--- config.mk ---
export PLATFORM = sky130hd
export DESIGN_NAME = aes_front
export DESIGN_NICKNAME = d
export VERILOG_FILES = /design/src/design/aes128_block_encrypt_core_macros.svh /design/src/design/aes_pkg.sv /design/src/design/aes_front.sv
export SDC_FILE = /design/constraint.sdc
export NUM_CORES = 1
export LEC_CHECK = 0
export BUFFER_PORTS_ARGS = -buffer_cell sky130_fd_sc_hd__buf_4
export CORE_AREA = 4 4 163 165
export DETAILED_ROUTE_END_ITERATION = 8
export DIE_AREA = 0 0 167 169
export GPL_ROUTABILITY_DRIVEN = 0
export HOLD_SLACK_MARGIN = 0.08
export PLACE_DENSITY = 0.5
export SETUP_SLACK_MARGIN = 0.05
export SLEW_MARGIN = 20
export SYNTH_ARGS = -nofsm -noshare
export SYNTH_HDL_FRONTEND = slang
export SYNTH_SLANG_ARGS = --single-unit
--- constraint.sdc ---
create_clock -name clk -period 4.9 [get_ports clk]
set_clock_uncertainty 0.2 [all_clocks]
set_input_delay 0.98 -clock clk [delete_from_list [all_inputs] [get_ports clk]]
set_output_delay 0.98 -clock clk [all_outputs]
set_load 0.02 [all_outputs]
--- src/design/aes128_block_encrypt_core_macros.svh ---
// Assertion macros shared by the AES-128 encryption core.
`ifndef AES128_BLOCK_ENCRYPT_CORE_MACROS_SVH
`define AES128_BLOCK_ENCRYPT_CORE_MACROS_SVH
`ifndef ASSERT_OFF
`define AES_ASSERT(label, clk, rst, prop, msg) \
  label: assert property (@(posedge clk) disable iff (rst) (prop)) else $error(msg);
`define AES_ASSERT_NEVER(label, clk, rst, cond, msg) \
  label: assert property (@(posedge clk) disable iff (rst) !(cond)) else $error(msg);
`else
`define AES_ASSERT(label, clk, rst, prop, msg)
`define AES_ASSERT_NEVER(label, clk, rst, cond, msg)
`endif
`endif

--- src/design/aes_pkg.sv ---
// Types, constants and helper functions of the AES-128 encryption core.
package aes_pkg;

  localparam int unsigned WordWidth = 32;
  localparam int unsigned BlockWidth = 128;

  typedef logic [WordWidth-1:0] word_t;
  typedef logic [BlockWidth-1:0] block_t;

  typedef enum logic [0:0] {
    CFG_KEY_UPPER = 1'b0,
    CFG_KEY_LOWER = 1'b1
  } cfg_index_t;

  typedef enum logic [1:0] {
    ENG_IDLE,
    ENG_ROUND,
    ENG_DRAIN
  } eng_state_t;

  // One job handed from the front part to the engine.
  typedef struct packed {
    block_t text;
    block_t key;
  } job_t;

  function automatic logic [7:0] sbox(input logic [7:0] a);
    logic [7:0] r;
    unique case (a)
      8'h00: r=8'h63; 8'h01: r=8'h7c; 8'h02: r=8'h77; 8'h03: r=8'h7b;
      8'h04: r=8'hf2; 8'h05: r=8'h6b; 8'h06: r=8'h6f; 8'h07: r=8'hc5;
      8'h08: r=8'h30; 8'h09: r=8'h01; 8'h0a: r=8'h67; 8'h0b: r=8'h2b;
      8'h0c: r=8'hfe; 8'h0d: r=8'hd7; 8'h0e: r=8'hab; 8'h0f: r=8'h76;
      8'h10: r=8'hca; 8'h11: r=8'h82; 8'h12: r=8'hc9; 8'h13: r=8'h7d;
      8'h14: r=8'hfa; 8'h15: r=8'h59; 8'h16: r=8'h47; 8'h17: r=8'hf0;
      8'h18: r=8'had; 8'h19: r=8'hd4; 8'h1a: r=8'ha2; 8'h1b: r=8'haf;
      8'h1c: r=8'h9c; 8'h1d: r=8'ha4; 8'h1e: r=8'h72; 8'h1f: r=8'hc0;
      8'h20: r=8'hb7; 8'h21: r=8'hfd; 8'h22: r=8'h93; 8'h23: r=8'h26;
      8'h24: r=8'h36; 8'h25: r=8'h3f; 8'h26: r=8'hf7; 8'h27: r=8'hcc;
      8'h28: r=8'h34; 8'h29: r=8'ha5; 8'h2a: r=8'he5; 8'h2b: r=8'hf1;
      8'h2c: r=8'h71; 8'h2d: r=8'hd8; 8'h2e: r=8'h31; 8'h2f: r=8'h15;
      8'h30: r=8'h04; 8'h31: r=8'hc7; 8'h32: r=8'h23; 8'h33: r=8'hc3;
      8'h34: r=8'h18; 8'h35: r=8'h96; 8'h36: r=8'h05; 8'h37: r=8'h9a;
      8'h38: r=8'h07; 8'h39: r=8'h12; 8'h3a: r=8'h80; 8'h3b: r=8'he2;
      8'h3c: r=8'heb; 8'h3d: r=8'h27; 8'h3e: r=8'hb2; 8'h3f: r=8'h75;
      8'h40: r=8'h09; 8'h41: r=8'h83; 8'h42: r=8'h2c; 8'h43: r=8'h1a;
      8'h44: r=8'h1b; 8'h45: r=8'h6e; 8'h46: r=8'h5a; 8'h47: r=8'ha0;
      8'h48: r=8'h52; 8'h49: r=8'h3b; 8'h4a: r=8'hd6; 8'h4b: r=8'hb3;
      8'h4c: r=8'h29; 8'h4d: r=8'he3; 8'h4e: r=8'h2f; 8'h4f: r=8'h84;
      8'h50: r=8'h53; 8'h51: r=8'hd1; 8'h52: r=8'h00; 8'h53: r=8'hed;
      8'h54: r=8'h20; 8'h55: r=8'hfc; 8'h56: r=8'hb1; 8'h57: r=8'h5b;
      8'h58: r=8'h6a; 8'h59: r=8'hcb; 8'h5a: r=8'hbe; 8'h5b: r=8'h39;
      8'h5c: r=8'h4a; 8'h5d: r=8'h4c; 8'h5e: r=8'h58; 8'h5f: r=8'hcf;
      8'h60: r=8'hd0; 8'h61: r=8'hef; 8'h62: r=8'haa; 8'h63: r=8'hfb;
      8'h64: r=8'h43; 8'h65: r=8'h4d; 8'h66: r=8'h33; 8'h67: r=8'h85;
      8'h68: r=8'h45; 8'h69: r=8'hf9; 8'h6a: r=8'h02; 8'h6b: r=8'h7f;
      8'h6c: r=8'h50; 8'h6d: r=8'h3c; 8'h6e: r=8'h9f; 8'h6f: r=8'ha8;
      8'h70: r=8'h51; 8'h71: r=8'ha3; 8'h72: r=8'h40; 8'h73: r=8'h8f;
      8'h74: r=8'h92; 8'h75: r=8'h9d; 8'h76: r=8'h38; 8'h77: r=8'hf5;
      8'h78: r=8'hbc; 8'h79: r=8'hb6; 8'h7a: r=8'hda; 8'h7b: r=8'h21;
      8'h7c: r=8'h10; 8'h7d: r=8'hff; 8'h7e: r=8'hf3; 8'h7f: r=8'hd2;
      8'h80: r=8'hcd; 8'h81: r=8'h0c; 8'h82: r=8'h13; 8'h83: r=8'hec;
      8'h84: r=8'h5f; 8'h85: r=8'h97; 8'h86: r=8'h44; 8'h87: r=8'h17;
      8'h88: r=8'hc4; 8'h89: r=8'ha7; 8'h8a: r=8'h7e; 8'h8b: r=8'h3d;
      8'h8c: r=8'h64; 8'h8d: r=8'h5d; 8'h8e: r=8'h19; 8'h8f: r=8'h73;
      8'h90: r=8'h60; 8'h91: r=8'h81; 8'h92: r=8'h4f; 8'h93: r=8'hdc;
      8'h94: r=8'h22; 8'h95: r=8'h2a; 8'h96: r=8'h90; 8'h97: r=8'h88;
      8'h98: r=8'h46; 8'h99: r=8'hee; 8'h9a: r=8'hb8; 8'h9b: r=8'h14;
      8'h9c: r=8'hde; 8'h9d: r=8'h5e; 8'h9e: r=8'h0b; 8'h9f: r=8'hdb;
      8'ha0: r=8'he0; 8'ha1: r=8'h32; 8'ha2: r=8'h3a; 8'ha3: r=8'h0a;
      8'ha4: r=8'h49; 8'ha5: r=8'h06; 8'ha6: r=8'h24; 8'ha7: r=8'h5c;
      8'ha8: r=8'hc2; 8'ha9: r=8'hd3; 8'haa: r=8'hac; 8'hab: r=8'h62;
      8'hac: r=8'h91; 8'had: r=8'h95; 8'hae: r=8'he4; 8'haf: r=8'h79;
      8'hb0: r=8'he7; 8'hb1: r=8'hc8; 8'hb2: r=8'h37; 8'hb3: r=8'h6d;
      8'hb4: r=8'h8d; 8'hb5: r=8'hd5; 8'hb6: r=8'h4e; 8'hb7: r=8'ha9;
      8'hb8: r=8'h6c; 8'hb9: r=8'h56; 8'hba: r=8'hf4; 8'hbb: r=8'hea;
      8'hbc: r=8'h65; 8'hbd: r=8'h7a; 8'hbe: r=8'hae; 8'hbf: r=8'h08;
      8'hc0: r=8'hba; 8'hc1: r=8'h78; 8'hc2: r=8'h25; 8'hc3: r=8'h2e;
      8'hc4: r=8'h1c; 8'hc5: r=8'ha6; 8'hc6: r=8'hb4; 8'hc7: r=8'hc6;
      8'hc8: r=8'he8; 8'hc9: r=8'hdd; 8'hca: r=8'h74; 8'hcb: r=8'h1f;
      8'hcc: r=8'h4b; 8'hcd: r=8'hbd; 8'hce: r=8'h8b; 8'hcf: r=8'h8a;
      8'hd0: r=8'h70; 8'hd1: r=8'h3e; 8'hd2: r=8'hb5; 8'hd3: r=8'h66;
      8'hd4: r=8'h48; 8'hd5: r=8'h03; 8'hd6: r=8'hf6; 8'hd7: r=8'h0e;
      8'hd8: r=8'h61; 8'hd9: r=8'h35; 8'hda: r=8'h57; 8'hdb: r=8'hb9;
      8'hdc: r=8'h86; 8'hdd: r=8'hc1; 8'hde: r=8'h1d; 8'hdf: r=8'h9e;
      8'he0: r=8'he1; 8'he1: r=8'hf8; 8'he2: r=8'h98; 8'he3: r=8'h11;
      8'he4: r=8'h69; 8'he5: r=8'hd9; 8'he6: r=8'h8e; 8'he7: r=8'h94;
      8'he8: r=8'h9b; 8'he9: r=8'h1e; 8'hea: r=8'h87; 8'heb: r=8'he9;
      8'hec: r=8'hce; 8'hed: r=8'h55; 8'hee: r=8'h28; 8'hef: r=8'hdf;
      8'hf0: r=8'h8c; 8'hf1: r=8'ha1; 8'hf2: r=8'h89; 8'hf3: r=8'h0d;
      8'hf4: r=8'hbf; 8'hf5: r=8'he6; 8'hf6: r=8'h42; 8'hf7: r=8'h68;
      8'hf8: r=8'h41; 8'hf9: r=8'h99; 8'hfa: r=8'h2d; 8'hfb: r=8'h0f;
      8'hfc: r=8'hb0; 8'hfd: r=8'h54; 8'hfe: r=8'hbb; 8'hff: r=8'h16;
      default: r = 8'h00;
    endcase
    return r;
  endfunction

  function automatic logic [7:0] xtime(input logic [7:0] b);
    return {b[6:0], 1'b0} ^ (b[7] ? 8'h1b : 8'h00);
  endfunction

  function automatic word_t sub_word(input word_t w);
    return {sbox(w[31:24]), sbox(w[23:16]), sbox(w[15:8]), sbox(w[7:0])};
  endfunction

  // Next round key from the current one; rcon is the round constant.
  function automatic block_t next_key(input block_t k, input logic [7:0] rcon);
    word_t t;
    word_t w0;
    word_t w1;
    word_t w2;
    word_t w3;
    t  = sub_word({k[23:0], k[31:24]}) ^ {rcon, 24'h0};
    w0 = k[127:96] ^ t;
    w1 = k[95:64] ^ w0;
    w2 = k[63:32] ^ w1;
    w3 = k[31:0] ^ w2;
    return {w0, w1, w2, w3};
  endfunction

  // SubBytes and ShiftRows; state byte (column c, row r) at bits 127-32c-8r.
  function automatic block_t sub_shift(input block_t s);
    block_t t;
    for (int c = 0; c < 4; c++) begin
      for (int r = 0; r < 4; r++) begin
        t[127 - 32*c - 8*r -: 8] = sbox(s[127 - 32*((c + r) % 4) - 8*r -: 8]);
      end
    end
    return t;
  endfunction

  function automatic block_t mix(input block_t s);
    block_t t;
    logic [7:0] a0, a1, a2, a3, all;
    for (int c = 0; c < 4; c++) begin
      a0 = s[127 - 32*c -: 8];
      a1 = s[119 - 32*c -: 8];
      a2 = s[111 - 32*c -: 8];
      a3 = s[103 - 32*c -: 8];
      all = a0 ^ a1 ^ a2 ^ a3;
      t[127 - 32*c -: 8] = a0 ^ all ^ xtime(a0 ^ a1);
      t[119 - 32*c -: 8] = a1 ^ all ^ xtime(a1 ^ a2);
      t[111 - 32*c -: 8] = a2 ^ all ^ xtime(a2 ^ a3);
      t[103 - 32*c -: 8] = a3 ^ all ^ xtime(a3 ^ a0);
    end
    return t;
  endfunction

endpackage

--- src/design/aes_front.sv ---
// Front part: collects four plaintext words and issues a job into the queue.
module aes_front (
  input  logic           clk,
  input  logic           rst,
  input  logic           push,
  output logic           full,
  input  aes_pkg::word_t plain_word,
  input  aes_pkg::block_t key,
  output logic           job_valid,
  input  logic           job_ready,
  output aes_pkg::job_t  job
);
  import aes_pkg::*;

  logic [1:0] word_count;
  word_t      buffer [3];
  logic       take;

  assign full      = (word_count == 2'd3) && !job_ready;
  assign take      = push && !full;
  assign job_valid = take && (word_count == 2'd3);
  assign job.text  = {buffer[0], buffer[1], buffer[2], plain_word};
  assign job.key   = key;

  always_ff @(posedge clk) begin
    if (rst) begin
      word_count <= 2'd0;
    end else if (take) begin
      word_count <= word_count + 2'd1;
    end
  end

  always_ff @(posedge clk) begin
    if (take && word_count != 2'd3) begin
      buffer[word_count] <= plain_word;
    end
  end
endmodule

==> results.yml, run 1 <==
outcome:
  status: "completed"
logic_synthesis:
  ys_warn_count: 0
  synth_compound_area_frac: 0
  synth.distinct_cells: 13
  synth_xor_area_frac: 0
  syn_avg_cell_area_um2: 15.5
  syn_nets: 445
  synthMuxAreaShare: 0.00583
  ys_seq_area_frac: 0.681
  synth_adder_area_share: 0.0117
  synth_seq_cells: 98
  synth_simple_gate_area_frac: 0.0193
  syn_inst: 277
  synth_top_family_by_area: "buffers and inverters"
  synth_area_um2: 4290
route:
  drt_wl_total_mm: 15.6
  vias_per_cell: 3.17
  first_pass_iters: 4
  drt_iter0_markers: 91
  ant_nets: 0
  drc: 0
  routedWlPerCell_um: 24.7
  vias: 1998
power_and_ir_drop:
  ir_drop_v: 0.000194
  power-per-cell-area_nw_per_um2: 369
  power.leakage_nw: 1.94
floorplanning:
  core_region_area_um2: 25000
  die_area_um2: 28200
  num_rows: 58
  io_pins: 422
  initial_core_util: 0.171
  die_y_um: 169
  fp.dieW_um: 167
sta:
  tightestPinTransition_ns: 0.482
  period_minus_slack_ns: 2.62
  fin_crit_sh: 0.534
  slew_viol_final: 0
  slew_headroom: 0.679
  hold_viol_final: 0
  setup_viol_count_final: 0
  rsz0062_at_grt: "false"
  max_freq_ghz: 0.382
  holdWs_ns: 0.314
  fin_setup_tns_ns: 0
worst_setup_path:
  crit_path_end: "job_valid"
  reg2regPathDepth: 4
  rrSetupSlack_ns: 3.01
  arrival_ns: 1.44
  cp-startpoint: "push"
  startpoint_type: "primary input"
  crit_path_end_kind: "primary output"
  crit-reg2reg-launch: "word_count[0]$_SDFFE_PP0P_"
  rr_endpoint: "buffer[1][14]$_DFFE_PP_"
  crit_path_max_fanout: 3
  crit_required_ns: 3.72
  worstSetupPathType: "primary input to primary output"
layout:
  syn2layout_area_growth_pct: 17.7
  final_cell_mix: "168 x buf_4, 96 x edfxtp_1, 9 x clkbuf_16, 4 x ha_1"
  final_nets: 464
  drive_gt1_frac: 0.625
  n_fill_cell: 2653
  antenna_cells: 0
  layout_commonest_cell: "buf_4"
clocking:
  cts.clk_slew.worst_paths_ns: 0.07
  clockBufferDepth: 2
  cts_resized: 0
  cts_root_buf: "clkbuf_16"
  clk_latency_ns: 0.33
  cts_tree: "done"
  hold_buffers: 0
  cts_buffers: 9
  htree_num_levels: 3
  post_cts_buffers: 0
  cts_sinks: 98
global_route:
  overflow: 0
  grt_usage: 0.104
  grt_pass1_wl_mm: 20.0
  grt_pass1_vias: 1992
  antenna_found_initial: 0
  grt_max_degree: 33
run:
  max_cap_viol_count: 0
placed_design:
  portBuffers: 165
min_path:
  hp-class: "flop to flop"
  min_delay_path_depth: 2
==> through the flow <==
step | power, W | setup WS [ns] | util | instance area (µm²) | std cells
floorplan | 0.00127 | 2.39 | - | 4290 | 277
global placement | 0.00123 | 2.28 | 0.190 | 4760 | 615
detailed placement | 0.00123 | 2.28 | 0.190 | 4760 | 615
CTS | 0.00190 | 2.28 | 0.202 | 5050 | 631
global route | 0.00196 | 2.27 | 0.202 | 5050 | 631
finish | 0.00186 | 2.28 | 0.202 | 5050 | 631
==> state kept, by name (all words and copies together) (netlist names) <==
signal      count
buffer         96
word_count      2
==> area by class of cell <==
type / instances / area [µm²] / share of cell area
clock inverter: 7 / 61.3 / 0.0121
timing repair buffer: 168 / 1260 / 0.250
tap: 330 / 413 / 0.0818
multi-input combinational: 17 / 158 / 0.0312
sequential: 98 / 2920 / 0.579
clock buffer: 9 / 225 / 0.0446
inverter: 2 / 7.51 / 0.00149
==> cell usage after synthesis <==
library cell    n  area [µm²]
mux2i_1         1        10.0
mux2_4          1        15.0
edfxtp_1       96        2880
nor2_1          2        7.51
nand2b_1        2        12.5
dfxtp_1         2        40.0
buf_4         160        1200
inv_1           2        7.51
and3_2          1        7.51
nor2b_4         2        27.5
ha_1            4        50.1
and2_1          3        18.8
and2b_2         1        8.76
==> report_power, final <==
group | total (W) | switching [W] | internal (W)
Combinational | 0.000222 | 0.000133 | 0.0000885
Clock | 0.000655 | 0.000301 | 0.000354
Sequential | 0.000986 | 0.0000124 | 0.000974
Total | 0.00186 | 0.000447 | 0.00142
==> worst min-delay path by stage <==
stage                                          start                         end
after floorplan           word_count[1]$_SDFFE_PP0P_  word_count[1]$_SDFFE_PP0P_
after global placement    word_count[1]$_SDFFE_PP0P_  word_count[1]$_SDFFE_PP0P_
after detailed placement  word_count[1]$_SDFFE_PP0P_  word_count[1]$_SDFFE_PP0P_
after CTS                 word_count[1]$_SDFFE_PP0P_  word_count[1]$_SDFFE_PP0P_
after global routing      word_count[1]$_SDFFE_PP0P_  word_count[1]$_SDFFE_PP0P_
final                     word_count[1]$_SDFFE_PP0P_  word_count[1]$_SDFFE_PP0P_
==> per-layer routing <==
| metal | GRT usage | part of all wire |
|---|---|---|
| met5 | 0.0157 | 0.0037 |
| met4 | 0.0352 | 0.019 |
| met2 | 0.182 | 0.51 |
| met3 | 0.135 | 0.29 |
| met1 | 0.0563 | 0.18 |
==> cells by family after synthesis <==
group                    count (synthesis)
buffers and inverters                  162
AND/OR/NAND/NOR                         11
flip-flops                              98
multiplexers                             2
adder cells (fa/ha/maj)                  4
==> critical path, stage by stage <==
cell and delay [ns]:
buf_4 0.11, and3_2 0.19, buf_4 0.15
Power figures use the tool's default switching activity.
==> run 2, diff against run 1 <==
ABC_AREA = 1   (was default)
clock period = 2.5 ns   (was 4.9 ns; I/O delays follow)
==> results.yml, run 2 <==
outcome:
  status: "completed"
route:
  vias: 2029
  ant_nets: 0
  drt_iter0_markers: 161
  routedWlPerCell_um: 26.1
  vias_per_cell: 3.16
  first_pass_iters: 3
  drc: 0
  drt_wl_total_mm: 16.7
sta:
  fin_crit_sh: 0.830
  max_freq_ghz: 0.482
  hold_viol_final: 0
  setup_viol_count_final: 0
  slew_viol_final: 0
  slew_headroom: 0.855
  rsz0062_at_grt: "false"
  tightestPinTransition_ns: 0.217
  setup_slack_ns: 0.425
  holdWs_ns: 0.166
  period_minus_slack_ns: 2.07
logic_synthesis:
  syn_avg_cell_area_um2: 14.9
  synth_seq_cells: 98
  synth_xor_area_frac: 0
  synth_adder_area_share: 0.0117
  synth_edf_count: 96
  synth.area.top_cells: "edfxtp_1 67%, buf_4 28%, ha_1 1.2%"
  netlist_top_cells_count: "160 x buf_4, 96 x edfxtp_1, 11 x inv_1"
  synth_simple_gate_area_frac: 0.0117
  synth_area_um2: 4290
  ys_warn_count: 0
  ys_async_sr_fraction: 0
  yosys.area.top_type: "edfxtp_1"
  ys_seq_area_frac: 0.682
  yosysMostFrequentCell: "buf_4"
  synth_compound_area_frac: 0.00496
  synth.distinct_cells: 11
  syn_inst: 288
  ys.flop_type: "edfxtp_1"
  synthMuxAreaShare: 0
  synth_top_family_by_area: "buffers and inverters"
  syn_nets: 456
  synth_top_cell_area_share: 0.673
floorplanning:
  initial_core_util: 0.171
  io_pins: 422
  core_region_area_um2: 25000
  fp.dieW_um: 167
  die_y_um: 169
  num_rows: 58
  die_area_um2: 28200
layout:
  antenna_cells: 0
  top_regs: "buffer: 96 flops, word_count: 2 flops"
  drive_gt1_frac: 0.603
  final_cell_mix: "165 x buf_4, 96 x edfxtp_1, 11 x inv_1, 9 x clkbuf_16"
  top_register: "buffer"
  final_nets: 475
  syn2layout_area_growth_pct: 19.1
  fin_area_um2: 5100
  layout_commonest_cell: "buf_4"
  largest_reg_flops: 96
  fin_cells: 642
worst_setup_path:
  reg2regPathDepth: 5
  crit_path_max_fanout: 5
  crit_path_end: "job_valid"
  rr_endpoint: "buffer[1][30]$_DFFE_PP_"
  crit_required_ns: 1.80
  crit_path_end_kind: "primary output"
  startpoint_type: "flop"
  worstSetupPathType: "flop to primary output"
  cp-startpoint: "word_count[0]$_SDFFE_PP0P_"
  arrival_ns: 1.37
  crit-reg2reg-launch: "word_count[0]$_SDFFE_PP0P_"
  rrSetupSlack_ns: 0.69
clocking:
  post_cts_buffers: 0
  cts_tree: "done"
  htree_num_levels: 3
  cts_root_buf: "clkbuf_16"
  clk_latency_ns: 0.33
  cts_resized: 0
  cts_buffers: 9
  clockBufferDepth: 2
  hold_buffers: 0
  cts.clk_slew.worst_paths_ns: 0.07
  cts_sinks: 98
power_and_ir_drop:
  switching_share: 0.238
  power.leakage_nw: 1.97
  switching_power_w: 0.000867
  clock_power_share: 0.353
  intPower_w: 0.00277
  seq_power_share: 0.529
  ir_drop_v: 0.000312
  power_w: 0.00364
  power-per-cell-area_nw_per_um2: 713
  p_comb_frac: 0.119
placed_design:
  portBuffers: 165
  place_ws_ns: 0.678
  dpl_cell_area_um2: 4820
  hpwlAfterDp_mm: 14.8
  placedCellCount: 626
global_route:
  grt_pass1_vias: 2031
  grt_max_degree: 33
  grt_usage: 0.111
  grt_pass1_wl_mm: 21.2
  antenna_found_initial: 0
  overflow: 0
run:
  max_cap_viol_count: 0
min_path:
  hp-class: "primary input to flop"
==> run 2: logic make-up (layout without fill, tap and decap cells) <==
family          Yosys count  after routing
fa+ha+maj                 4              4
simple gates             12             12
buf+inv                 171            195
flops                    98             98
compound gates            3              3
==> run 2: metrics by stage <==
stage	utilization	setup TNS, ns
2_1_floorplan	-	-27.86
3_3_place_gp	0.193	0
3_5_place_dp	0.193	0
4_1_cts	0.204	0
5_1_grt	0.204	0
6_report	0.204	0
==> run 2: per-layer routing <==
metal  wire, µm  global-route usage  vias to the layer above
li1           -                   -                      845
met1       2950              0.0574                      885
met2       8850               0.205                      286
met3       4560               0.137                       11
met4        332              0.0338                        2
met5         40              0.0104                        -
==> run 2: final cells by class <==
| cell class | count | area, µm² |
|---|---|---|
| fill | 2651 | 19900 |
| sequential | 98 | 2920 |
| timing repair buffer | 168 | 1300 |
| tap | 330 | 413 |
| clock buffer | 10 | 229 |
| multi-input combinational | 19 | 144 |
| clock inverter | 6 | 56.3 |
| inverter | 11 | 41.3 |
==> run 2: worst min-delay path by stage <==
stage                                          start  slack (ns)  cells past startpoint                         end
after global placement    word_count[1]$_SDFFE_PP0P_        0.33                      2  word_count[1]$_SDFFE_PP0P_
after detailed placement  word_count[1]$_SDFFE_PP0P_        0.34                      2  word_count[1]$_SDFFE_PP0P_
final                                 plain_word[25]        0.17                      1     buffer[1][25]$_DFFE_PP_
after global routing                  plain_word[25]        0.15                      1     buffer[1][25]$_DFFE_PP_
after floorplan           word_count[1]$_SDFFE_PP0P_        0.30                      2  word_count[1]$_SDFFE_PP0P_
after CTS                              plain_word[4]        0.15                      1      buffer[2][4]$_DFFE_PP_
==> run 2: critical path: stages, from the launching register on <==
cell and delay (ns):
dfxtp_1 0.35, ha_1 0.26, a21boi_2 0.18, nand2_1 0.07, inv_1 0.05, buf_4 0.13
==> run 2: power groups by stage <==
stage	registers, W	clock network [W]	logic (W)
after floorplan	0.00205	0	0.000423
after global placement	0.00196	0	0.000440
after detailed placement	0.00196	0	0.000442
after CTS	0.00192	0.00134	0.000442
after global routing	0.00193	0.00142	0.000462
final	0.00192	0.00128	0.000432
