### src/design/aes128_block_encrypt_core_macros.svh
// Assertion macros shared by the AES-128 encryption core.
`ifndef AES128_BLOCK_ENCRYPT_CORE_MACROS_SVH
`define AES128_BLOCK_ENCRYPT_CORE_MACROS_SVH
`ifndef ASSERT_OFF
`define AES_ASSERT(label, clk, rst, prop, msg) \
  label: assert property (@(posedge clk) disable iff (rst) (prop)) else $error(msg);
`define AES_ASSERT_NEVER(label, clk, rst, cond, msg) \
  label: assert property (@(posedge clk) disable iff (rst) !(cond)) else $error(msg);
`else
`define AES_ASSERT(label, clk, rst, prop, msg)
`define AES_ASSERT_NEVER(label, clk, rst, cond, msg)
`endif
`endif

### src/design/aes_pkg.sv
// Types, constants and helper functions of the AES-128 encryption core.
package aes_pkg;

  localparam int unsigned WordWidth = 32;
  localparam int unsigned BlockWidth = 128;

  typedef logic [WordWidth-1:0] word_t;
  typedef logic [BlockWidth-1:0] block_t;

  typedef enum logic [0:0] {
    CFG_KEY_UPPER = 1'b0,
    CFG_KEY_LOWER = 1'b1
  } cfg_index_t;

  typedef enum logic [1:0] {
    ENG_IDLE,
    ENG_ROUND,
    ENG_DRAIN
  } eng_state_t;

  // One job handed from the front part to the engine.
  typedef struct packed {
    block_t text;
    block_t key;
  } job_t;

  function automatic logic [7:0] sbox(input logic [7:0] a);
    logic [7:0] r;
    unique case (a)
      8'h00: r=8'h63; 8'h01: r=8'h7c; 8'h02: r=8'h77; 8'h03: r=8'h7b;
      8'h04: r=8'hf2; 8'h05: r=8'h6b; 8'h06: r=8'h6f; 8'h07: r=8'hc5;
      8'h08: r=8'h30; 8'h09: r=8'h01; 8'h0a: r=8'h67; 8'h0b: r=8'h2b;
      8'h0c: r=8'hfe; 8'h0d: r=8'hd7; 8'h0e: r=8'hab; 8'h0f: r=8'h76;
      8'h10: r=8'hca; 8'h11: r=8'h82; 8'h12: r=8'hc9; 8'h13: r=8'h7d;
      8'h14: r=8'hfa; 8'h15: r=8'h59; 8'h16: r=8'h47; 8'h17: r=8'hf0;
      8'h18: r=8'had; 8'h19: r=8'hd4; 8'h1a: r=8'ha2; 8'h1b: r=8'haf;
      8'h1c: r=8'h9c; 8'h1d: r=8'ha4; 8'h1e: r=8'h72; 8'h1f: r=8'hc0;
      8'h20: r=8'hb7; 8'h21: r=8'hfd; 8'h22: r=8'h93; 8'h23: r=8'h26;
      8'h24: r=8'h36; 8'h25: r=8'h3f; 8'h26: r=8'hf7; 8'h27: r=8'hcc;
      8'h28: r=8'h34; 8'h29: r=8'ha5; 8'h2a: r=8'he5; 8'h2b: r=8'hf1;
      8'h2c: r=8'h71; 8'h2d: r=8'hd8; 8'h2e: r=8'h31; 8'h2f: r=8'h15;
      8'h30: r=8'h04; 8'h31: r=8'hc7; 8'h32: r=8'h23; 8'h33: r=8'hc3;
      8'h34: r=8'h18; 8'h35: r=8'h96; 8'h36: r=8'h05; 8'h37: r=8'h9a;
      8'h38: r=8'h07; 8'h39: r=8'h12; 8'h3a: r=8'h80; 8'h3b: r=8'he2;
      8'h3c: r=8'heb; 8'h3d: r=8'h27; 8'h3e: r=8'hb2; 8'h3f: r=8'h75;
      8'h40: r=8'h09; 8'h41: r=8'h83; 8'h42: r=8'h2c; 8'h43: r=8'h1a;
      8'h44: r=8'h1b; 8'h45: r=8'h6e; 8'h46: r=8'h5a; 8'h47: r=8'ha0;
      8'h48: r=8'h52; 8'h49: r=8'h3b; 8'h4a: r=8'hd6; 8'h4b: r=8'hb3;
      8'h4c: r=8'h29; 8'h4d: r=8'he3; 8'h4e: r=8'h2f; 8'h4f: r=8'h84;
      8'h50: r=8'h53; 8'h51: r=8'hd1; 8'h52: r=8'h00; 8'h53: r=8'hed;
      8'h54: r=8'h20; 8'h55: r=8'hfc; 8'h56: r=8'hb1; 8'h57: r=8'h5b;
      8'h58: r=8'h6a; 8'h59: r=8'hcb; 8'h5a: r=8'hbe; 8'h5b: r=8'h39;
      8'h5c: r=8'h4a; 8'h5d: r=8'h4c; 8'h5e: r=8'h58; 8'h5f: r=8'hcf;
      8'h60: r=8'hd0; 8'h61: r=8'hef; 8'h62: r=8'haa; 8'h63: r=8'hfb;
      8'h64: r=8'h43; 8'h65: r=8'h4d; 8'h66: r=8'h33; 8'h67: r=8'h85;
      8'h68: r=8'h45; 8'h69: r=8'hf9; 8'h6a: r=8'h02; 8'h6b: r=8'h7f;
      8'h6c: r=8'h50; 8'h6d: r=8'h3c; 8'h6e: r=8'h9f; 8'h6f: r=8'ha8;
      8'h70: r=8'h51; 8'h71: r=8'ha3; 8'h72: r=8'h40; 8'h73: r=8'h8f;
      8'h74: r=8'h92; 8'h75: r=8'h9d; 8'h76: r=8'h38; 8'h77: r=8'hf5;
      8'h78: r=8'hbc; 8'h79: r=8'hb6; 8'h7a: r=8'hda; 8'h7b: r=8'h21;
      8'h7c: r=8'h10; 8'h7d: r=8'hff; 8'h7e: r=8'hf3; 8'h7f: r=8'hd2;
      8'h80: r=8'hcd; 8'h81: r=8'h0c; 8'h82: r=8'h13; 8'h83: r=8'hec;
      8'h84: r=8'h5f; 8'h85: r=8'h97; 8'h86: r=8'h44; 8'h87: r=8'h17;
      8'h88: r=8'hc4; 8'h89: r=8'ha7; 8'h8a: r=8'h7e; 8'h8b: r=8'h3d;
      8'h8c: r=8'h64; 8'h8d: r=8'h5d; 8'h8e: r=8'h19; 8'h8f: r=8'h73;
      8'h90: r=8'h60; 8'h91: r=8'h81; 8'h92: r=8'h4f; 8'h93: r=8'hdc;
      8'h94: r=8'h22; 8'h95: r=8'h2a; 8'h96: r=8'h90; 8'h97: r=8'h88;
      8'h98: r=8'h46; 8'h99: r=8'hee; 8'h9a: r=8'hb8; 8'h9b: r=8'h14;
      8'h9c: r=8'hde; 8'h9d: r=8'h5e; 8'h9e: r=8'h0b; 8'h9f: r=8'hdb;
      8'ha0: r=8'he0; 8'ha1: r=8'h32; 8'ha2: r=8'h3a; 8'ha3: r=8'h0a;
      8'ha4: r=8'h49; 8'ha5: r=8'h06; 8'ha6: r=8'h24; 8'ha7: r=8'h5c;
      8'ha8: r=8'hc2; 8'ha9: r=8'hd3; 8'haa: r=8'hac; 8'hab: r=8'h62;
      8'hac: r=8'h91; 8'had: r=8'h95; 8'hae: r=8'he4; 8'haf: r=8'h79;
      8'hb0: r=8'he7; 8'hb1: r=8'hc8; 8'hb2: r=8'h37; 8'hb3: r=8'h6d;
      8'hb4: r=8'h8d; 8'hb5: r=8'hd5; 8'hb6: r=8'h4e; 8'hb7: r=8'ha9;
      8'hb8: r=8'h6c; 8'hb9: r=8'h56; 8'hba: r=8'hf4; 8'hbb: r=8'hea;
      8'hbc: r=8'h65; 8'hbd: r=8'h7a; 8'hbe: r=8'hae; 8'hbf: r=8'h08;
      8'hc0: r=8'hba; 8'hc1: r=8'h78; 8'hc2: r=8'h25; 8'hc3: r=8'h2e;
      8'hc4: r=8'h1c; 8'hc5: r=8'ha6; 8'hc6: r=8'hb4; 8'hc7: r=8'hc6;
      8'hc8: r=8'he8; 8'hc9: r=8'hdd; 8'hca: r=8'h74; 8'hcb: r=8'h1f;
      8'hcc: r=8'h4b; 8'hcd: r=8'hbd; 8'hce: r=8'h8b; 8'hcf: r=8'h8a;
      8'hd0: r=8'h70; 8'hd1: r=8'h3e; 8'hd2: r=8'hb5; 8'hd3: r=8'h66;
      8'hd4: r=8'h48; 8'hd5: r=8'h03; 8'hd6: r=8'hf6; 8'hd7: r=8'h0e;
      8'hd8: r=8'h61; 8'hd9: r=8'h35; 8'hda: r=8'h57; 8'hdb: r=8'hb9;
      8'hdc: r=8'h86; 8'hdd: r=8'hc1; 8'hde: r=8'h1d; 8'hdf: r=8'h9e;
      8'he0: r=8'he1; 8'he1: r=8'hf8; 8'he2: r=8'h98; 8'he3: r=8'h11;
      8'he4: r=8'h69; 8'he5: r=8'hd9; 8'he6: r=8'h8e; 8'he7: r=8'h94;
      8'he8: r=8'h9b; 8'he9: r=8'h1e; 8'hea: r=8'h87; 8'heb: r=8'he9;
      8'hec: r=8'hce; 8'hed: r=8'h55; 8'hee: r=8'h28; 8'hef: r=8'hdf;
      8'hf0: r=8'h8c; 8'hf1: r=8'ha1; 8'hf2: r=8'h89; 8'hf3: r=8'h0d;
      8'hf4: r=8'hbf; 8'hf5: r=8'he6; 8'hf6: r=8'h42; 8'hf7: r=8'h68;
      8'hf8: r=8'h41; 8'hf9: r=8'h99; 8'hfa: r=8'h2d; 8'hfb: r=8'h0f;
      8'hfc: r=8'hb0; 8'hfd: r=8'h54; 8'hfe: r=8'hbb; 8'hff: r=8'h16;
      default: r = 8'h00;
    endcase
    return r;
  endfunction

  function automatic logic [7:0] xtime(input logic [7:0] b);
    return {b[6:0], 1'b0} ^ (b[7] ? 8'h1b : 8'h00);
  endfunction

  function automatic word_t sub_word(input word_t w);
    return {sbox(w[31:24]), sbox(w[23:16]), sbox(w[15:8]), sbox(w[7:0])};
  endfunction

  // Next round key from the current one; rcon is the round constant.
  function automatic block_t next_key(input block_t k, input logic [7:0] rcon);
    word_t t;
    word_t w0;
    word_t w1;
    word_t w2;
    word_t w3;
    t  = sub_word({k[23:0], k[31:24]}) ^ {rcon, 24'h0};
    w0 = k[127:96] ^ t;
    w1 = k[95:64] ^ w0;
    w2 = k[63:32] ^ w1;
    w3 = k[31:0] ^ w2;
    return {w0, w1, w2, w3};
  endfunction

  // SubBytes and ShiftRows; state byte (column c, row r) at bits 127-32c-8r.
  function automatic block_t sub_shift(input block_t s);
    block_t t;
    for (int c = 0; c < 4; c++) begin
      for (int r = 0; r < 4; r++) begin
        t[127 - 32*c - 8*r -: 8] = sbox(s[127 - 32*((c + r) % 4) - 8*r -: 8]);
      end
    end
    return t;
  endfunction

  function automatic block_t mix(input block_t s);
    block_t t;
    logic [7:0] a0, a1, a2, a3, all;
    for (int c = 0; c < 4; c++) begin
      a0 = s[127 - 32*c -: 8];
      a1 = s[119 - 32*c -: 8];
      a2 = s[111 - 32*c -: 8];
      a3 = s[103 - 32*c -: 8];
      all = a0 ^ a1 ^ a2 ^ a3;
      t[127 - 32*c -: 8] = a0 ^ all ^ xtime(a0 ^ a1);
      t[119 - 32*c -: 8] = a1 ^ all ^ xtime(a1 ^ a2);
      t[111 - 32*c -: 8] = a2 ^ all ^ xtime(a2 ^ a3);
      t[103 - 32*c -: 8] = a3 ^ all ^ xtime(a3 ^ a0);
    end
    return t;
  endfunction

endpackage

### src/design/aes_job_queue.sv
// Two-entry queue of jobs between the front part and the round engine.
module aes_job_queue (
  input  logic          clk,
  input  logic          rst,
  input  logic          in_valid,
  output logic          in_ready,
  input  aes_pkg::job_t in_job,
  output logic          out_valid,
  input  logic          out_ready,
  output aes_pkg::job_t out_job
);
  import aes_pkg::*;

  job_t       mem [2];
  logic       wr_ptr;
  logic       rd_ptr;
  logic [1:0] count;
  logic       wr_en;
  logic       rd_en;

  assign in_ready  = count != 2'd2;
  assign out_valid = count != 2'd0;
  assign out_job   = mem[rd_ptr];
  assign wr_en     = in_valid && in_ready;
  assign rd_en     = out_valid && out_ready;

  always_ff @(posedge clk) begin
    if (rst) begin
      wr_ptr <= 1'b0;
      rd_ptr <= 1'b0;
      count  <= 2'd0;
    end else begin
      if (wr_en) wr_ptr <= !wr_ptr;
      if (rd_en) rd_ptr <= !rd_ptr;
      count <= count + {1'b0, wr_en} - {1'b0, rd_en};
    end
  end

  always_ff @(posedge clk) begin
    if (wr_en) begin
      mem[wr_ptr] <= in_job;
    end
  end
endmodule

### config.mk
export PLATFORM = sky130hd
export DESIGN_NAME = aes_job_queue
export DESIGN_NICKNAME = d
export VERILOG_FILES = /design/src/design/aes128_block_encrypt_core_macros.svh /design/src/design/aes_pkg.sv /design/src/design/aes_job_queue.sv
export SDC_FILE = /design/constraint.sdc
export NUM_CORES = 1
export LEC_CHECK = 0
export CAP_MARGIN = 20
export CORE_UTILIZATION = 25
export DETAILED_ROUTE_END_ITERATION = 8
export DONT_BUFFER_PORTS = 1
export PLACE_DENSITY = 0.36
export SLEW_MARGIN = 20
export SYNTH_ARGS = -nofsm -noshare
export SYNTH_HDL_FRONTEND = slang
export SYNTH_SLANG_ARGS = --single-unit
### constraint.sdc
create_clock -name clk -period 8.5 [get_ports clk]
set_input_delay 0.85 -clock clk [delete_from_list [all_inputs] [get_ports clk]]
set_output_delay 0.85 -clock clk [all_outputs]
set_load 0.02 [all_outputs]
==> results.yml, run 1 <==
status:
  status: "finished, final reports clean"
power:
  worst_ir_drop_vdd_mv: 0.1412
  leakage_nw: 6.798
  pwr_density_cell_nw_per_um2: 315.2
  p_total_mw: 6.841
synth:
  synth_mux_area_frac: 0.1532
  synth_seq_area_share: 0.8226
  post_synth_instance_area_um2: 18810
  post_synth_and_or_nand_nor_area_fraction: 0.004656
  dominant_combinational_cell_family_by_area_after_synthesis: "multiplexers"
  synth-xor-area-share: 0.0004656
  yosys.area.top_type_share: 0.8173
  synthesis.instances: 825
  synth_fa_ha_area_frac: 0.0006651
  avg_inst_size_synth_um2: 22.80
  synth_largest_area_cell: "sky130_fd_sc_hd__edfxtp_1"
  netlist-cell-type-count: 25
  number_of_synthesized_register_bits: 517
  postSynthNetCount: 1086
  synth-compound-area-share: 0.002328
  ys.warnings.count: 0
  synth.area.top_cells: "sky130_fd_sc_hd__edfxtp_1 (82%), sky130_fd_sc_hd__mux2_2 (15%), sky130_fd_sc_hd__buf_6 (1.4%)"
cts:
  clock-root-buffer: "sky130_fd_sc_hd__clkbuf_16"
  cts_post_setup_buffers_inserted: 0
  holdBufCountCts: 0
  tritoncts: "built"
  cts_resized: 0
  cts-root-to-sink-buffers: 3
  clk_transition_reported_paths_ns: 0.06
  worst_skew_pair.late_latency_ns: 0.59
  cts_inserted_buffers: 59
  ctsHtreeMaxLevel: 2
  cts_num_sinks: 517
floorplan:
  floorplan.die.height_um: 276.3
  core_area_um2: 74450
  initial_standard_cell_utilization_of_the_core: 0.2527
  die_area_um2: 76350
  num_io_pins: 518
  placement_rows: 100
  dieWidth_um: 276.3
finish:
  final_nets: 1126
  multiInputGateArea_um2: 3040
  final_layout_size_suffix_gt1_frac: 0.3849
  design_area_um2: 21700
  final.fill_count: 7228
  register_area_um2: 15480
  mostFrequentLayoutCell: "sky130_fd_sc_hd__edfxtp_1"
  most-common-layout-cells: "sky130_fd_sc_hd__edfxtp_1 (512), sky130_fd_sc_hd__mux2_2 (256), sky130_fd_sc_hd__clkbuf_16 (61), sky130_fd_sc_hd__clkinv_1 (15), sky130_fd_sc_hd__clkinv_2 (13)"
  area_growth_syn_to_layout_pct: 15.36
  stdcell_count: 1883
global_route:
  grt_start_max_net_pins: 144
  grt_antenna_before_repair: 2
  globalRouteOverflowTotal: 0
  grt_pass1_wl_um: 62850
  via_count_of_the_first_global_routing_pass: 8325
  track_usage: 0.1136
drt:
  drt-total-wl_um: 44660
  top_layer_used: "met5"
  met3WireLength_um: 5628
  total_iterations_of_the_first_detailed_routing_run: 4
  initial_drc_count: 354
  wl_met2_um: 23210
  wl_met1_um: 14710
  num_vias: 7801
  post_detailed_route_wirelength_per_cell_um: 23.72
  ant_nets: 0
  ratio_of_routed_vias_to_standard_cells: 4.143
  drc: 0
flow_run:
  max_cap_violations: 0
timing:
  post-route-period-util: 0.4527
  skew_ns: 0.01153
  rsz0062_at_grt: "no"
  clock.fmax_mhz: 259.9
  final.setup.tns_ns: 0
  worst_slew_slack_as_a_fraction_of_its_limit: 0.3475
  slew_violations: 0
  tightest_slew_ns: 0.9787
  hold_viol: 0
  report.final.setup_viol: 0
  period_needed_ns: 3.848
worst_setup_path:
  timing.critical_path.max_delay_family: "flip-flops"
  worst-endpoint-required_ns: 7.65
  worstPathCellList: "buf_4 > mux2_2"
  cp-start-kind: "register"
  worst-path-buf-inv: 1
  timing.critical_path.fanout_max: 65
  setup.worst_path.end_class: "output port"
  crit_path_max_incr_delay_ns: 0.94
  worst-endpoint-arrival_ns: 3.00
  worst_path_max_delay_cell: "sky130_fd_sc_hd__dfxtp_4"
  worst-setup-path-type: "register to output port"
place:
  port_buffers: 0
  dpl.cell_count: 1773
  dpl_cell_area_um2: 19830
  place.gp.congestion: 0.7411
  place.detailed.hpwl_um: 28650
hold_path:
  hp-class: "primary input to register"
registers in the layout, summed over array words and instances, names as in the netlist, named ones only:
name,cells
mem,512
wr_ptr,1
count,2
rd_ptr,1
worst register-to-register path: cells and delay by family, from the launching register on:
kind	cells	cell delay [ns]
DFF	1	0.43
and+or+nand+nor	2	0.61
buffers and inverters	2	1.52
per-stage QoR:
stage | worst slack (ns) | util | hold slack, ns
floorplan | 1.117 | - | 0.4725
global placement | 5.254 | 0.2664 | 0.4864
detailed placement | 5.240 | 0.2664 | 0.4906
CTS | 4.569 | 0.2914 | 0.2606
global route | 4.426 | 0.2915 | 0.2719
finish | 4.652 | 0.2915 | 0.3200
cells in the mapped netlist (all sizes together):
cell    number
and3         2
edfxtp     512
a21bo        1
buf         28
o21ba        1
and2b        1
inv          1
o31a         1
a21oi        1
nand3        1
xor2         1
ha           1
nand2b       1
nor2         4
nor3         1
mux2       256
nor4bb       1
nand3b       1
dfxtp        5
or2          1
o21ai        2
nor2b        1
nor4         1
layout make-up:
type | count | area share
antenna | 2 | 0.0002306
clock buffer | 72 | 0.07224
clock inverter | 36 | 0.01366
inverter | 1 | 0.0005189
multi-input combinational | 279 | 0.1401
sequential | 517 | 0.7132
tap | 969 | 0.05587
timing repair buffer | 7 | 0.004151
layer usage:
layer	track usage	vias up
met5	0	-
met4	0.03853	2
met3	0.06583	82
met2	0.2016	326
met1	0.1085	4009
li1	-	3382
kinds of logic after synthesis:
logic type,after synthesis
muxes,256
xor gates and xnor gates,1
and+or+nand+nor,15
adders and majority gates,1
DFF,517
buffers and inverters,29
AOI/OAI and AO/OA,6
report_power, final:
group / total, mW / internal, mW / leakage (nW) / switching, mW
Sequential: 3.20 / 3.10 / 4.83 / 0.0934
Combinational: 1.21 / 0.366 / 1.05 / 0.844
Clock: 2.44 / 1.45 / 0.918 / 0.986
Total: 6.84 / 4.92 / 6.80 / 1.92
final timing paths:
path,start,endpoint,slack (ns),cells after the start
setup / recovery,register,out_job[137],4.65,2
hold / removal,rst,wr_ptr$_SDFFE_PP0P_,0.32,1
hold reg to reg,rd_ptr$_SDFFE_PP0P_,rd_ptr$_SDFFE_PP0P_,0.51,2
setup reg to reg,count[0]$_SDFF_PP0_,mem[1][236]$_DFFE_PP_,5.44,4
No activity file was read; power rests on OpenSTA's default activity.
==> run 2, diff against run 1 <==
clock period = 3.96 ns   (was 8.5 ns; I/O delays follow)
==> results.yml, run 2 (synthesis gave the netlist of run 1 again) <==
status:
  status: "finished, final reports clean"
timing:
  rsz0062_at_grt: "no"
  tightest_slew_ns: 0.9163
  period_needed_ns: 2.846
  final.setup.tns_ns: 0
  slew_violations: 0
  hold_viol: 0
  worst_slew_slack_as_a_fraction_of_its_limit: 0.3878
  setup_slack_ns: 1.114
  clock.fmax_mhz: 351.4
  report.final.setup_viol: 0
  skew_ns: 0.01248
  post-route-period-util: 0.7187
cts:
  cts_post_setup_buffers_inserted: 0
  cts-root-to-sink-buffers: 3
  cts_num_sinks: 517
  cts_inserted_buffers: 59
  tritoncts: "built"
  holdBufCountCts: 258
  clk_transition_reported_paths_ns: 0.06
  worst_skew_pair.late_latency_ns: 0.59
  cts_resized: 0
  clock-root-buffer: "sky130_fd_sc_hd__clkbuf_16"
  ctsHtreeMaxLevel: 2
drt:
  num_vias: 8767
  ant_nets: 0
  wl_met1_um: 16330
  wl_met2_um: 23230
  top_layer_used: "met5"
  initial_drc_count: 332
  met3WireLength_um: 3516
  ratio_of_routed_vias_to_standard_cells: 4.063
  drc: 0
  drt-total-wl_um: 44250
  post_detailed_route_wirelength_per_cell_um: 20.50
  total_iterations_of_the_first_detailed_routing_run: 4
place:
  place.gp.congestion: 0.7394
  port_buffers: 0
  place.detailed.hpwl_um: 29490
  detailedPlace.worstSlack_ns: 1.541
  dpl.cell_count: 1792
power:
  pwr_density_cell_nw_per_um2: 628.6
  cell_internal_power_mw: 11.25
  p_total_mw: 15.53
  switching_share: 0.2759
  combinationalPowerShare: 0.193
  leakage_nw: 8.081
  clockPowerShare: 0.369
  sw_power_mw: 4.286
  seqPwrFrac: 0.438
  worst_ir_drop_vdd_mv: 0.3588
worst_setup_path:
  worst-endpoint-arrival_ns: 2.45
  worst-endpoint-required_ns: 3.56
  setup.worst_path.end_class: "output port"
  worst-setup-path-type: "register to output port"
  timing.critical_path.fanout_max: 65
  cp-start-kind: "register"
finish:
  reg_with_most_ffs: "mem"
  largestRegisters: "mem (512), count (2)"
  final_nets: 1403
  stdcell_count: 2158
  insertedDiodeCount: 0
  mostFrequentLayoutCell: "sky130_fd_sc_hd__edfxtp_1"
  most-common-layout-cells: "sky130_fd_sc_hd__edfxtp_1 (512), sky130_fd_sc_hd__dlygate4sd3_1 (258), sky130_fd_sc_hd__mux2_2 (256), sky130_fd_sc_hd__clkbuf_16 (61), sky130_fd_sc_hd__buf_4 (16)"
  area_growth_syn_to_layout_pct: 31.35
  number_of_flip_flops_under_the_largest_register_name: 512
  final_layout_size_suffix_gt1_frac: 0.3204
global_route:
  globalRouteOverflowTotal: 0
  grt_antenna_before_repair: 2
  track_usage: 0.1133
  grt_start_max_net_pins: 66
  grt_pass1_wl_um: 64490
  via_count_of_the_first_global_routing_pass: 9616
hold_path:
  hp-class: "primary input to register"
flow_run:
  max_cap_violations: 0
floorplan:
  num_io_pins: 518
  placement_rows: 100
  initial_standard_cell_utilization_of_the_core: 0.2527
  core_area_um2: 74450
  floorplan.die.height_um: 276.3
  dieWidth_um: 276.3
  die_area_um2: 76350
==> run 2: cell types whose count changed in the layout (fill, tap and decap cells not counted), moves of 5 or more <==
cell | previous run | this run
sky130_fd_sc_hd__dlygate4sd3_1 | 0 | 258
sky130_fd_sc_hd__buf_12 | 3 | 10
sky130_fd_sc_hd__buf_4 | 4 | 16
sky130_fd_sc_hd__clkinv_1 | 15 | 10
sky130_fd_sc_hd__bufinv_16 | 5 | 12
==> run 2: final timing paths <==
check / from / end / slack [ns] / cells past startpoint
worst min-delay path: in_valid / wr_ptr$_SDFFE_PP0P_ / 0.07 / 2
worst max-delay path: register / out_job[14] / 1.11 / 2
worst max register to register: count[0]$_SDFF_PP0_ / mem[0][87]$_DFFE_PP_ / 1.63 / 4
worst min register to register: rd_ptr$_SDFFE_PP0P_ / register / 0.50 / 2
==> run 2: critical path: stages, from the launching register on <==
cell and delay, ns:
sky130_fd_sc_hd__dfxtp_4 0.86, sky130_fd_sc_hd__buf_12 0.39, sky130_fd_sc_hd__mux2_2 0.47
==> run 2: layout make-up <==
type	count	area, um2
fill	7068	49740
multi-input combinational	279	3048
tap	969	1212
timing repair buffer	284	2903
clock inverter	39	501.7
clock buffer	69	1556
sequential	517	15480
inverter	1	7.507
==> run 2: stage by stage <==
stage	hold WS, ns	instance area, um2	utilization
4_1_cts	0.003238	24710	0.3319
2_1_floorplan	0.4602	18830	-
3_3_place_gp	0.4616	20070	0.2696
5_1_grt	0.03232	24710	0.3319
3_5_place_dp	0.4637	20070	0.2696
6_report	0.06549	24710	0.3319
==> run 2: metal layers <==
layer  track usage  up-vias
li1              -     3949
met1        0.1206     4436
met2        0.2039      303
met3       0.04335       77
met4       0.03782        2
met5             0        -
==> run 2: power groups by stage <==
| stage | sequential, mW | clock, mW | combinational (mW) |
|---|---|---|---|
| after floorplan | 6.92 | 0 | 2.31 |
| after global routing | 6.87 | 6.13 | 3.16 |
| final | 6.81 | 5.73 | 2.99 |
| after CTS | 6.82 | 5.94 | 3.09 |
| after detailed placement | 6.94 | 0 | 2.83 |
| after global placement | 6.92 | 0 | 2.84 |
